[src/hw/rtl/dq_pkg.sv]
// ----------------------------------------------------------------------------
// dq_pkg: shared types and helpers of the double-ended queue unit
// Request and response layouts, operation and error codes, controller states
// and the ring pointer arithmetic used by the datapath.
// ----------------------------------------------------------------------------
package dq_pkg;

   localparam int CAPACITY = 16;
   localparam int PTR_W    = (CAPACITY > 1) ? $clog2(CAPACITY) : 1;
   localparam int COUNT_W  = $clog2(CAPACITY + 1);
   localparam int SUM_W    = COUNT_W + 1;
   localparam int WORD_W   = 64;

   typedef enum logic [2:0] {
      MODE_PUSH_BACK  = 3'd0,
      MODE_PUSH_FRONT = 3'd1,
      MODE_POP_FRONT  = 3'd2,
      MODE_POP_BACK   = 3'd3,
      MODE_REVERSE    = 3'd4
   } mode_type;

   typedef enum logic [1:0] {
      ERR_OK    = 2'd0,
      ERR_EMPTY = 2'd1,
      ERR_FULL  = 2'd2
   } error_type;

   typedef struct packed {
      logic [2:0]        mode;
      logic [WORD_W-1:0] item_value;
   } req_type;

   typedef struct packed {
      logic [WORD_W-1:0] front_value;
      logic [WORD_W-1:0] back_value;
      logic [4:0]        entry_count;
      logic              is_empty;
      logic [1:0]        error_code;
   } rsp_type;

   typedef enum logic [1:0] {
      ST_IDLE,
      ST_READ,
      ST_LOAD
   } state_type;

   // Commands from the controller to the datapath.
   typedef struct packed {
      logic accept;
      logic read;
      logic load;
   } cmd_type;

   // Slot that lies a given number of places after a slot, wrapping at the capacity.
   function automatic logic [PTR_W-1:0] ring_add(input logic [PTR_W-1:0]   slot,
                                                 input logic [COUNT_W-1:0] step);
      logic [SUM_W-1:0] sum;
      sum = SUM_W'(slot) + SUM_W'(step);
      if (sum >= SUM_W'(CAPACITY)) begin
         sum = sum - SUM_W'(CAPACITY);
      end
      return sum[PTR_W-1:0];
   endfunction

   function automatic logic [PTR_W-1:0] ring_prev(input logic [PTR_W-1:0] slot);
      logic [PTR_W-1:0] prev;
      if (slot == '0) begin
         prev = PTR_W'(CAPACITY - 1);
      end else begin
         prev = slot - PTR_W'(1);
      end
      return prev;
   endfunction

endpackage

[src/hw/rtl/dq_ctrl.sv]
// ----------------------------------------------------------------------------
// dq_ctrl: sequencing controller of the double-ended queue unit
// Steps each request through update, store read and response load, and
// tracks whether the response register holds an untaken response.
// ----------------------------------------------------------------------------
module dq_ctrl (
   input  logic            clock,
   input  logic            reset,
   input  logic            req_valid,
   output logic            req_ready,
   output logic            rsp_valid,
   input  logic            rsp_ready,
   output dq_pkg::cmd_type cmd
);

   dq_pkg::state_type state_ff, state_in;
   logic              rsp_valid_ff, rsp_valid_in;

   always_ff @(posedge clock) begin
      if (reset) begin
         state_ff     <= dq_pkg::ST_IDLE;
         rsp_valid_ff <= 1'b0;
      end else begin
         state_ff     <= state_in;
         rsp_valid_ff <= rsp_valid_in;
      end
   end

   always_comb begin
      state_in     = state_ff;
      rsp_valid_in = rsp_valid_ff & ~rsp_ready;
      req_ready    = 1'b0;
      cmd          = '0;
      case (state_ff)
         dq_pkg::ST_IDLE: begin
            req_ready  = 1'b1;
            cmd.accept = req_valid;
            if (req_valid) begin
               state_in = dq_pkg::ST_READ;
            end
         end
         dq_pkg::ST_READ: begin
            cmd.read = 1'b1;
            state_in = dq_pkg::ST_LOAD;
         end
         dq_pkg::ST_LOAD: begin
            // The response register may only be overwritten once it is free.
            if (!rsp_valid_ff || rsp_ready) begin
               cmd.load     = 1'b1;
               rsp_valid_in = 1'b1;
               state_in     = dq_pkg::ST_IDLE;
            end
         end
         default: begin
            state_in = dq_pkg::ST_IDLE;
         end
      endcase
   end

   assign rsp_valid = rsp_valid_ff;

endmodule

[src/hw/rtl/dq_datapath.sv]
// ----------------------------------------------------------------------------
// dq_datapath: ring store, pointers and response register
// Applies one operation per request to the head pointer, count and direction
// bit, reads the first and last slots and builds the response.
// ----------------------------------------------------------------------------
module dq_datapath (
   input  logic            clock,
   input  logic            reset,
   input  dq_pkg::cmd_type cmd,
   input  dq_pkg::req_type req_data,
   output dq_pkg::rsp_type rsp_data
);

   logic [dq_pkg::WORD_W-1:0]  entry_mem_ff [dq_pkg::CAPACITY];
   logic [dq_pkg::PTR_W-1:0]   head_ff, head_in;
   logic [dq_pkg::COUNT_W-1:0] count_ff, count_in;
   logic                       rev_ff, rev_in;
   dq_pkg::error_type          err_ff, err_in;
   logic [dq_pkg::WORD_W-1:0]  first_ff, last_ff;
   dq_pkg::rsp_type            rsp_ff, rsp_in;

   logic                       wr_en;
   logic [dq_pkg::PTR_W-1:0]   wr_addr;
   logic [dq_pkg::PTR_W-1:0]   last_addr;
   logic                       at_end;
   logic                       is_full;
   logic                       is_none;

   assign is_full = (count_ff >= dq_pkg::COUNT_W'(dq_pkg::CAPACITY));
   assign is_none = (count_ff == '0);

   always_comb begin
      head_in = head_ff;
      count_in = count_ff;
      rev_in  = rev_ff;
      err_in  = dq_pkg::ERR_OK;
      wr_en   = 1'b0;
      wr_addr = dq_pkg::ring_add(head_ff, count_ff);
      at_end  = 1'b0;
      case (dq_pkg::mode_type'(req_data.mode))
         dq_pkg::MODE_PUSH_BACK, dq_pkg::MODE_PUSH_FRONT: begin
            if (is_full) begin
               err_in = dq_pkg::ERR_FULL;
            end else begin
               // The direction bit swaps which end of storage order is the back.
               at_end   = (req_data.mode == dq_pkg::MODE_PUSH_BACK) != rev_ff;
               wr_en    = 1'b1;
               count_in = count_ff + dq_pkg::COUNT_W'(1);
               if (!at_end) begin
                  head_in = dq_pkg::ring_prev(head_ff);
                  wr_addr = dq_pkg::ring_prev(head_ff);
               end
            end
         end
         dq_pkg::MODE_POP_FRONT, dq_pkg::MODE_POP_BACK: begin
            if (is_none) begin
               err_in = dq_pkg::ERR_EMPTY;
            end else begin
               at_end   = (req_data.mode == dq_pkg::MODE_POP_BACK) != rev_ff;
               count_in = count_ff - dq_pkg::COUNT_W'(1);
               if (!at_end) begin
                  head_in = dq_pkg::ring_add(head_ff, dq_pkg::COUNT_W'(1));
               end
            end
         end
         dq_pkg::MODE_REVERSE: begin
            if (is_none) begin
               err_in = dq_pkg::ERR_EMPTY;
            end else begin
               rev_in = ~rev_ff;
            end
         end
         default: begin
         end
      endcase
   end

   always_ff @(posedge clock) begin
      if (reset) begin
         head_ff  <= '0;
         count_ff <= '0;
         rev_ff   <= 1'b0;
      end else if (cmd.accept) begin
         head_ff  <= head_in;
         count_ff <= count_in;
         rev_ff   <= rev_in;
      end
   end

   always_ff @(posedge clock) begin
      if (cmd.accept) begin
         err_ff <= err_in;
      end
   end

   always_ff @(posedge clock) begin
      if (cmd.accept && wr_en) begin
         entry_mem_ff[wr_addr] <= req_data.item_value;
      end
   end

   assign last_addr = dq_pkg::ring_add(head_ff, count_ff - dq_pkg::COUNT_W'(1));

   always_ff @(posedge clock) begin
      if (cmd.read) begin
         first_ff <= entry_mem_ff[head_ff];
         last_ff  <= entry_mem_ff[last_addr];
      end
   end

   always_comb begin
      rsp_in             = '0;
      rsp_in.entry_count = 5'(count_ff);
      rsp_in.is_empty    = is_none;
      rsp_in.error_code  = err_ff;
      if (!is_none) begin
         rsp_in.front_value = rev_ff ? last_ff : first_ff;
         rsp_in.back_value  = rev_ff ? first_ff : last_ff;
      end
   end

   always_ff @(posedge clock) begin
      if (cmd.load) begin
         rsp_ff <= rsp_in;
      end
   end

   assign rsp_data = rsp_ff;

endmodule

[src/hw/rtl/double_ended_queue_unit.sv]
// ----------------------------------------------------------------------------
// double_ended_queue_unit: bounded double-ended queue of 64-bit words
// Ring store with head pointer, count and direction bit; every request
// returns the front, back, count, empty flag and an error code.
// ----------------------------------------------------------------------------
//  Channel  Direction  Handshake             Payload
//  req      in         req_valid/req_ready   dq_pkg::req_type (mode, item_value)
//  rsp      out        rsp_valid/rsp_ready   dq_pkg::rsp_type (front, back, count,
//                                            empty, error)
//
//  A request passes through update of pointers and store write, registered
//  read of the first and last slots, then load of the response register.
//  The single-port-write store with its registered read sets these steps.
//  A new request is taken while an earlier response still waits to be taken;
//  its load then waits until the response register is free.
//  Reset is synchronous and empties the queue; stored words need no clearing.
// ----------------------------------------------------------------------------
module double_ended_queue_unit (
   input  logic            clock,
   input  logic            reset,
   input  logic            req_valid,
   output logic            req_ready,
   input  dq_pkg::req_type req_data,
   output logic            rsp_valid,
   input  logic            rsp_ready,
   output dq_pkg::rsp_type rsp_data
);

   dq_pkg::cmd_type cmd;

   dq_ctrl u_ctrl (
      .clock     (clock),
      .reset     (reset),
      .req_valid (req_valid),
      .req_ready (req_ready),
      .rsp_valid (rsp_valid),
      .rsp_ready (rsp_ready),
      .cmd       (cmd)
   );

   dq_datapath u_datapath (
      .clock    (clock),
      .reset    (reset),
      .cmd      (cmd),
      .req_data (req_data),
      .rsp_data (rsp_data)
   );

endmodule
[config.mk]
export PLATFORM = sky130hd
export DESIGN_NAME = double_ended_queue_unit
export DESIGN_NICKNAME = d
export VERILOG_FILES = /design/src/hw/rtl/dq_pkg.sv /design/src/hw/rtl/dq_ctrl.sv /design/src/hw/rtl/dq_datapath.sv /design/src/hw/rtl/double_ended_queue_unit.sv
export SDC_FILE = /design/constraint.sdc
export NUM_CORES = 2
export LEC_CHECK = 0
export ABC_AREA = 1
export BUFFER_PORTS_ARGS = -buffer_cell sky130_fd_sc_hd__buf_4
export CAP_MARGIN = 20
export CELL_PAD_IN_SITES_DETAIL_PLACEMENT = 2
export CELL_PAD_IN_SITES_GLOBAL_PLACEMENT = 2
export CORE_ASPECT_RATIO = 1.1
export CORE_MARGIN = 5
export CORE_UTILIZATION = 45
export CTS_BUF_LIST = sky130_fd_sc_hd__clkbuf_2 sky130_fd_sc_hd__clkbuf_4 sky130_fd_sc_hd__clkbuf_8
export CTS_CLUSTER_SIZE = 20
export DETAILED_ROUTE_END_ITERATION = 8
export PLACE_DENSITY = 0.85
export SYNTH_ARGS = -nofsm -noshare
export SYNTH_HDL_FRONTEND = slang
export SYNTH_SLANG_ARGS = --single-unit
[constraint.sdc]
create_clock -name clock -period 30.4 [get_ports clock]
set_input_delay 0 -clock clock [delete_from_list [all_inputs] [get_ports clock]]
set_output_delay 0 -clock clock [all_outputs]
set_load 0.01 [all_outputs]
==> run metrics <==
width of the die=365.1 microns; Final WS setup=24450 ps; switch share=a little over a third; Slew Limit Fails=0; met3 usage=9.532%; Slew HR=under 10%; # DRC=0; Crit path required time=31280 ps; outcome=finished, final reports clean; Comb power frac=a little over a fifth; CP max stage delay=around 980 ps; row cnt=143; CP cell instances=inv_1, fa_4, clkinv_8, buf_16, buf_4, o21ai_0, o21ai_1, nand2_1, nand2_1, nand2_1, nand2_1; leak pwr=0.02869 uW; hold path depth=2; setup TNS=0 ps; Synth Area per Inst=9.502 sq um; clock network fraction of total power=36.1%; Slowest cell on crit path=inv_1; Critical Path Start Type=flop; Starting Density=45.25%; RSZ-0062 raised after global routing=no; worst-margin pin slew=1366 ps; largest net degree at the start of global routing=220; critical path class=flop to flop; family with the most delay on the worst path=buffers and inverters; GR peak layer=met2; Max clock buf depth=3; die height=roughly 400 microns; Layout Utilization=51.42%; Clock Pin Slew Worst Setup and Hold Paths=90 ps; Int Power=3049 uW; DR vias/cell=6.794; Setup Viol. Count Final=0; Final Hold Fails=0; Critical Path Most Common Cell=nand2_1; initial antenna violation count=17; I/O pin count=around 210; share of cells above drive strength 1=10.63%; met2 Use GR=between 60% and 70%; period utilization=19.56%; Total Wirelength=roughly 330 mm; Yosys reg bits=1303; Netlist cell types=35; WL per Instance=~37 microns; H-tree levels=4; simple logic cell fraction of the synthesized area=17.76%; TritonCTS clock tree=yes; min Tclk post-route=5947 ps; f_max=about 0.17 GHz; Max-Cap Viols=0; worst path bufs/invs=4; Post-Synth XOR/XNOR Area=0.1263%; post-synthesis compound-gate area fraction=12.78%; CP Data Arrival Time=6820 ps; Nets=6880; post_cts resized=0; DR vias=~60000; vias in the first global route=64260; largest family of logic cells by synthesized area=simple AND/OR/NAND/NOR gates; Crit. End Element=flop; total gr overflow=0; Starting DRT DRC Count=8080; Worst path depth=11; Worst R2R Path Depth=11; power density over the cells=67.34 mW/mm^2; Routed Antenna Nets=0; First-pass DRT Iterations=6; HPWL after DPL=139.0 mm; adder-cell share of the synthesized area=0.2846%; DIE AREA=0.1463 sq mm; Flop pwr share=43.0%; total power=4777 uW; Synth Net Count=about 6700; Port Buffer Count=208; Sw Pwr=1728 uW; design area=0.07094 sq mm; mapped cell area=0.06242 sq mm; worst slack at placement=24820 ps; first-pass GRT wire length=443.7 mm; yosys warns=0; worst-case vdd ir drop=0.04979 mV; Area after DPL=roughly 0.065 sq mm; Max Clock Skew=68.32 ps; TritonCTS Buffers=221; Area Overhead vs Synth=13.64%; core area=around 0.14 sq mm; GPL Wtd Cong=0.7841; # clock sinks=1303; mux contribution to synthesized area=0%; post-synthesis sequential area ratio=62.47%; Clock Tree Root=clkbuf_8; Hold Crit Class=input port to flop; cell count after synthesis=6570; GRT Util Overall=40.93%; fillers=13980; Clock Latency Late Sink=between 1000 and 1500 ps; worst-path fanout max=139; met1 GRT Util=a little under half
layout by cell type, fill, tap and decap left out, types with 65 or more instances in the layout:
cell,Yosys,layout
o21ai_1,102,102
o211ai_1,73,73
buf_4,20,290
edfxtp_1,1290,1290
o211ai_2,65,65
nor2_1,624,608
o21ai_0,748,748
nand3_1,312,311
nand2_1,1862,1858
clkinv_1,2,71
dlygate4sd3_1,0,145
clkbuf_8,0,222
inv_1,543,538
a21oi_1,378,378
cells in the mapped netlist (all sizes together):
master | n | area [sq um]
a31oi | 1 | 6.260
nand4 | 18 | 118.9
xnor2 | 4 | 35.03
a21oi | 378 | 1892
nor2 | 628 | 2377
clkinv | 2 | 7.510
xor2 | 5 | 43.79
dfxtp | 13 | 260.3
buf | 259 | 1364
nand2 | 1864 | 7007
inv | 548 | 2057
o211ai | 138 | 1361
ha | 11 | 137.6
edfxtp | 1290 | 38740
o21ai | 850 | 4254
a211oi | 52 | 390.4
clkbuf | 179 | 673.1
fa | 2 | 40.04
o22ai | 11 | 68.82
o21a | 1 | 7.510
nor3 | 3 | 15.01
nand3 | 313 | 1572
repair_timing:
item,CTS,global route
endpoints found under the hold margin,1117,0
buffers inserted,0,0
hold buffers,145,0
stage by stage:
stage | hold slack, ps | std cells
after detailed placement | 200.8 | 8239
after global placement | 201.0 | 8237
after CTS | 7.512 | 8788
final | 77.08 | 8801
after floorplan | 69.07 | 6570
after global routing | 55.60 | 8796
final timing paths:
kind	slack [ps]	end	start
min	80	u_datapath.entry_mem_ff[7][47]$_DFFE_PP_	req_data[47]
max reg2reg	24450	u_datapath.last_ff[45]$_DFFE_PN_	u_datapath.head_ff[1]$_SDFFE_PP0P_
max	24450	u_datapath.last_ff[45]$_DFFE_PN_	u_datapath.head_ff[1]$_SDFFE_PP0P_
min reg2reg	430	u_datapath.rsp_data[1]$_DFFE_PP_	u_datapath.err_ff[1]$_DFFE_PP_
power groups by stage:
stage                     Clock [uW]  Sequential, uW  Combinational, uW
after floorplan                    0            2080                505
after global placement             0            2080                775
after detailed placement           0            2090                830
after CTS                       1610            2050                870
after global routing            1780            2050               1030
final                           1730            2050                998
layer usage:
layer	up-vias	share of wire (%)
met5	-	0.027
met4	12	9.3
met3	2043	11
met2	5313	46
met1	29710	34
li1	22720	-
flip-flops by register name, indices dropped and copies added (netlist names):
| register | cells |
|---|---|
| u_datapath.count_ff | 5 |
| u_datapath.first_ff | 64 |
| u_datapath.err_ff | 2 |
| u_ctrl.state_ff | 2 |
| u_datapath.last_ff | 64 |
| u_datapath.head_ff | 4 |
| u_datapath.rev_ff | 1 |
| u_datapath.entry_mem_ff | 1024 |
| u_ctrl.rsp_valid | 1 |
| u_datapath.rsp_data | 136 |
final cells by class:
| cell class | count | area, sq um | share of cell area (%) |
|---|---|---|---|
| diodes | 12 | 30.03 | 0.04233 |
| clock buffers | 284 | 3521 | 4.963 |
| clock inverters | 120 | 701.9 | 0.9895 |
| inverters | 550 | 2112 | 2.977 |
| multi-input cells | 4279 | 19540 | 27.54 |
| flip-flops and latches | 1303 | 39010 | 54.99 |
| well taps | 1812 | 2267 | 3.196 |
| repair buffers | 441 | 3764 | 5.305 |
cell families (layout without fill, tap and decap cells):
| group | count (synthesis) | count (layout) |
|---|---|---|
| other | 0 | 12 |
| DFF | 1303 | 1303 |
| adders and majority gates | 13 | 13 |
| buffers and inverters | 988 | 1395 |
| AOI/OAI and AO/OA | 1431 | 1431 |
| xor gates and xnor gates | 9 | 9 |
| and+or+nand+nor | 2826 | 2826 |
No activity file was read; power rests on OpenSTA's default activity.
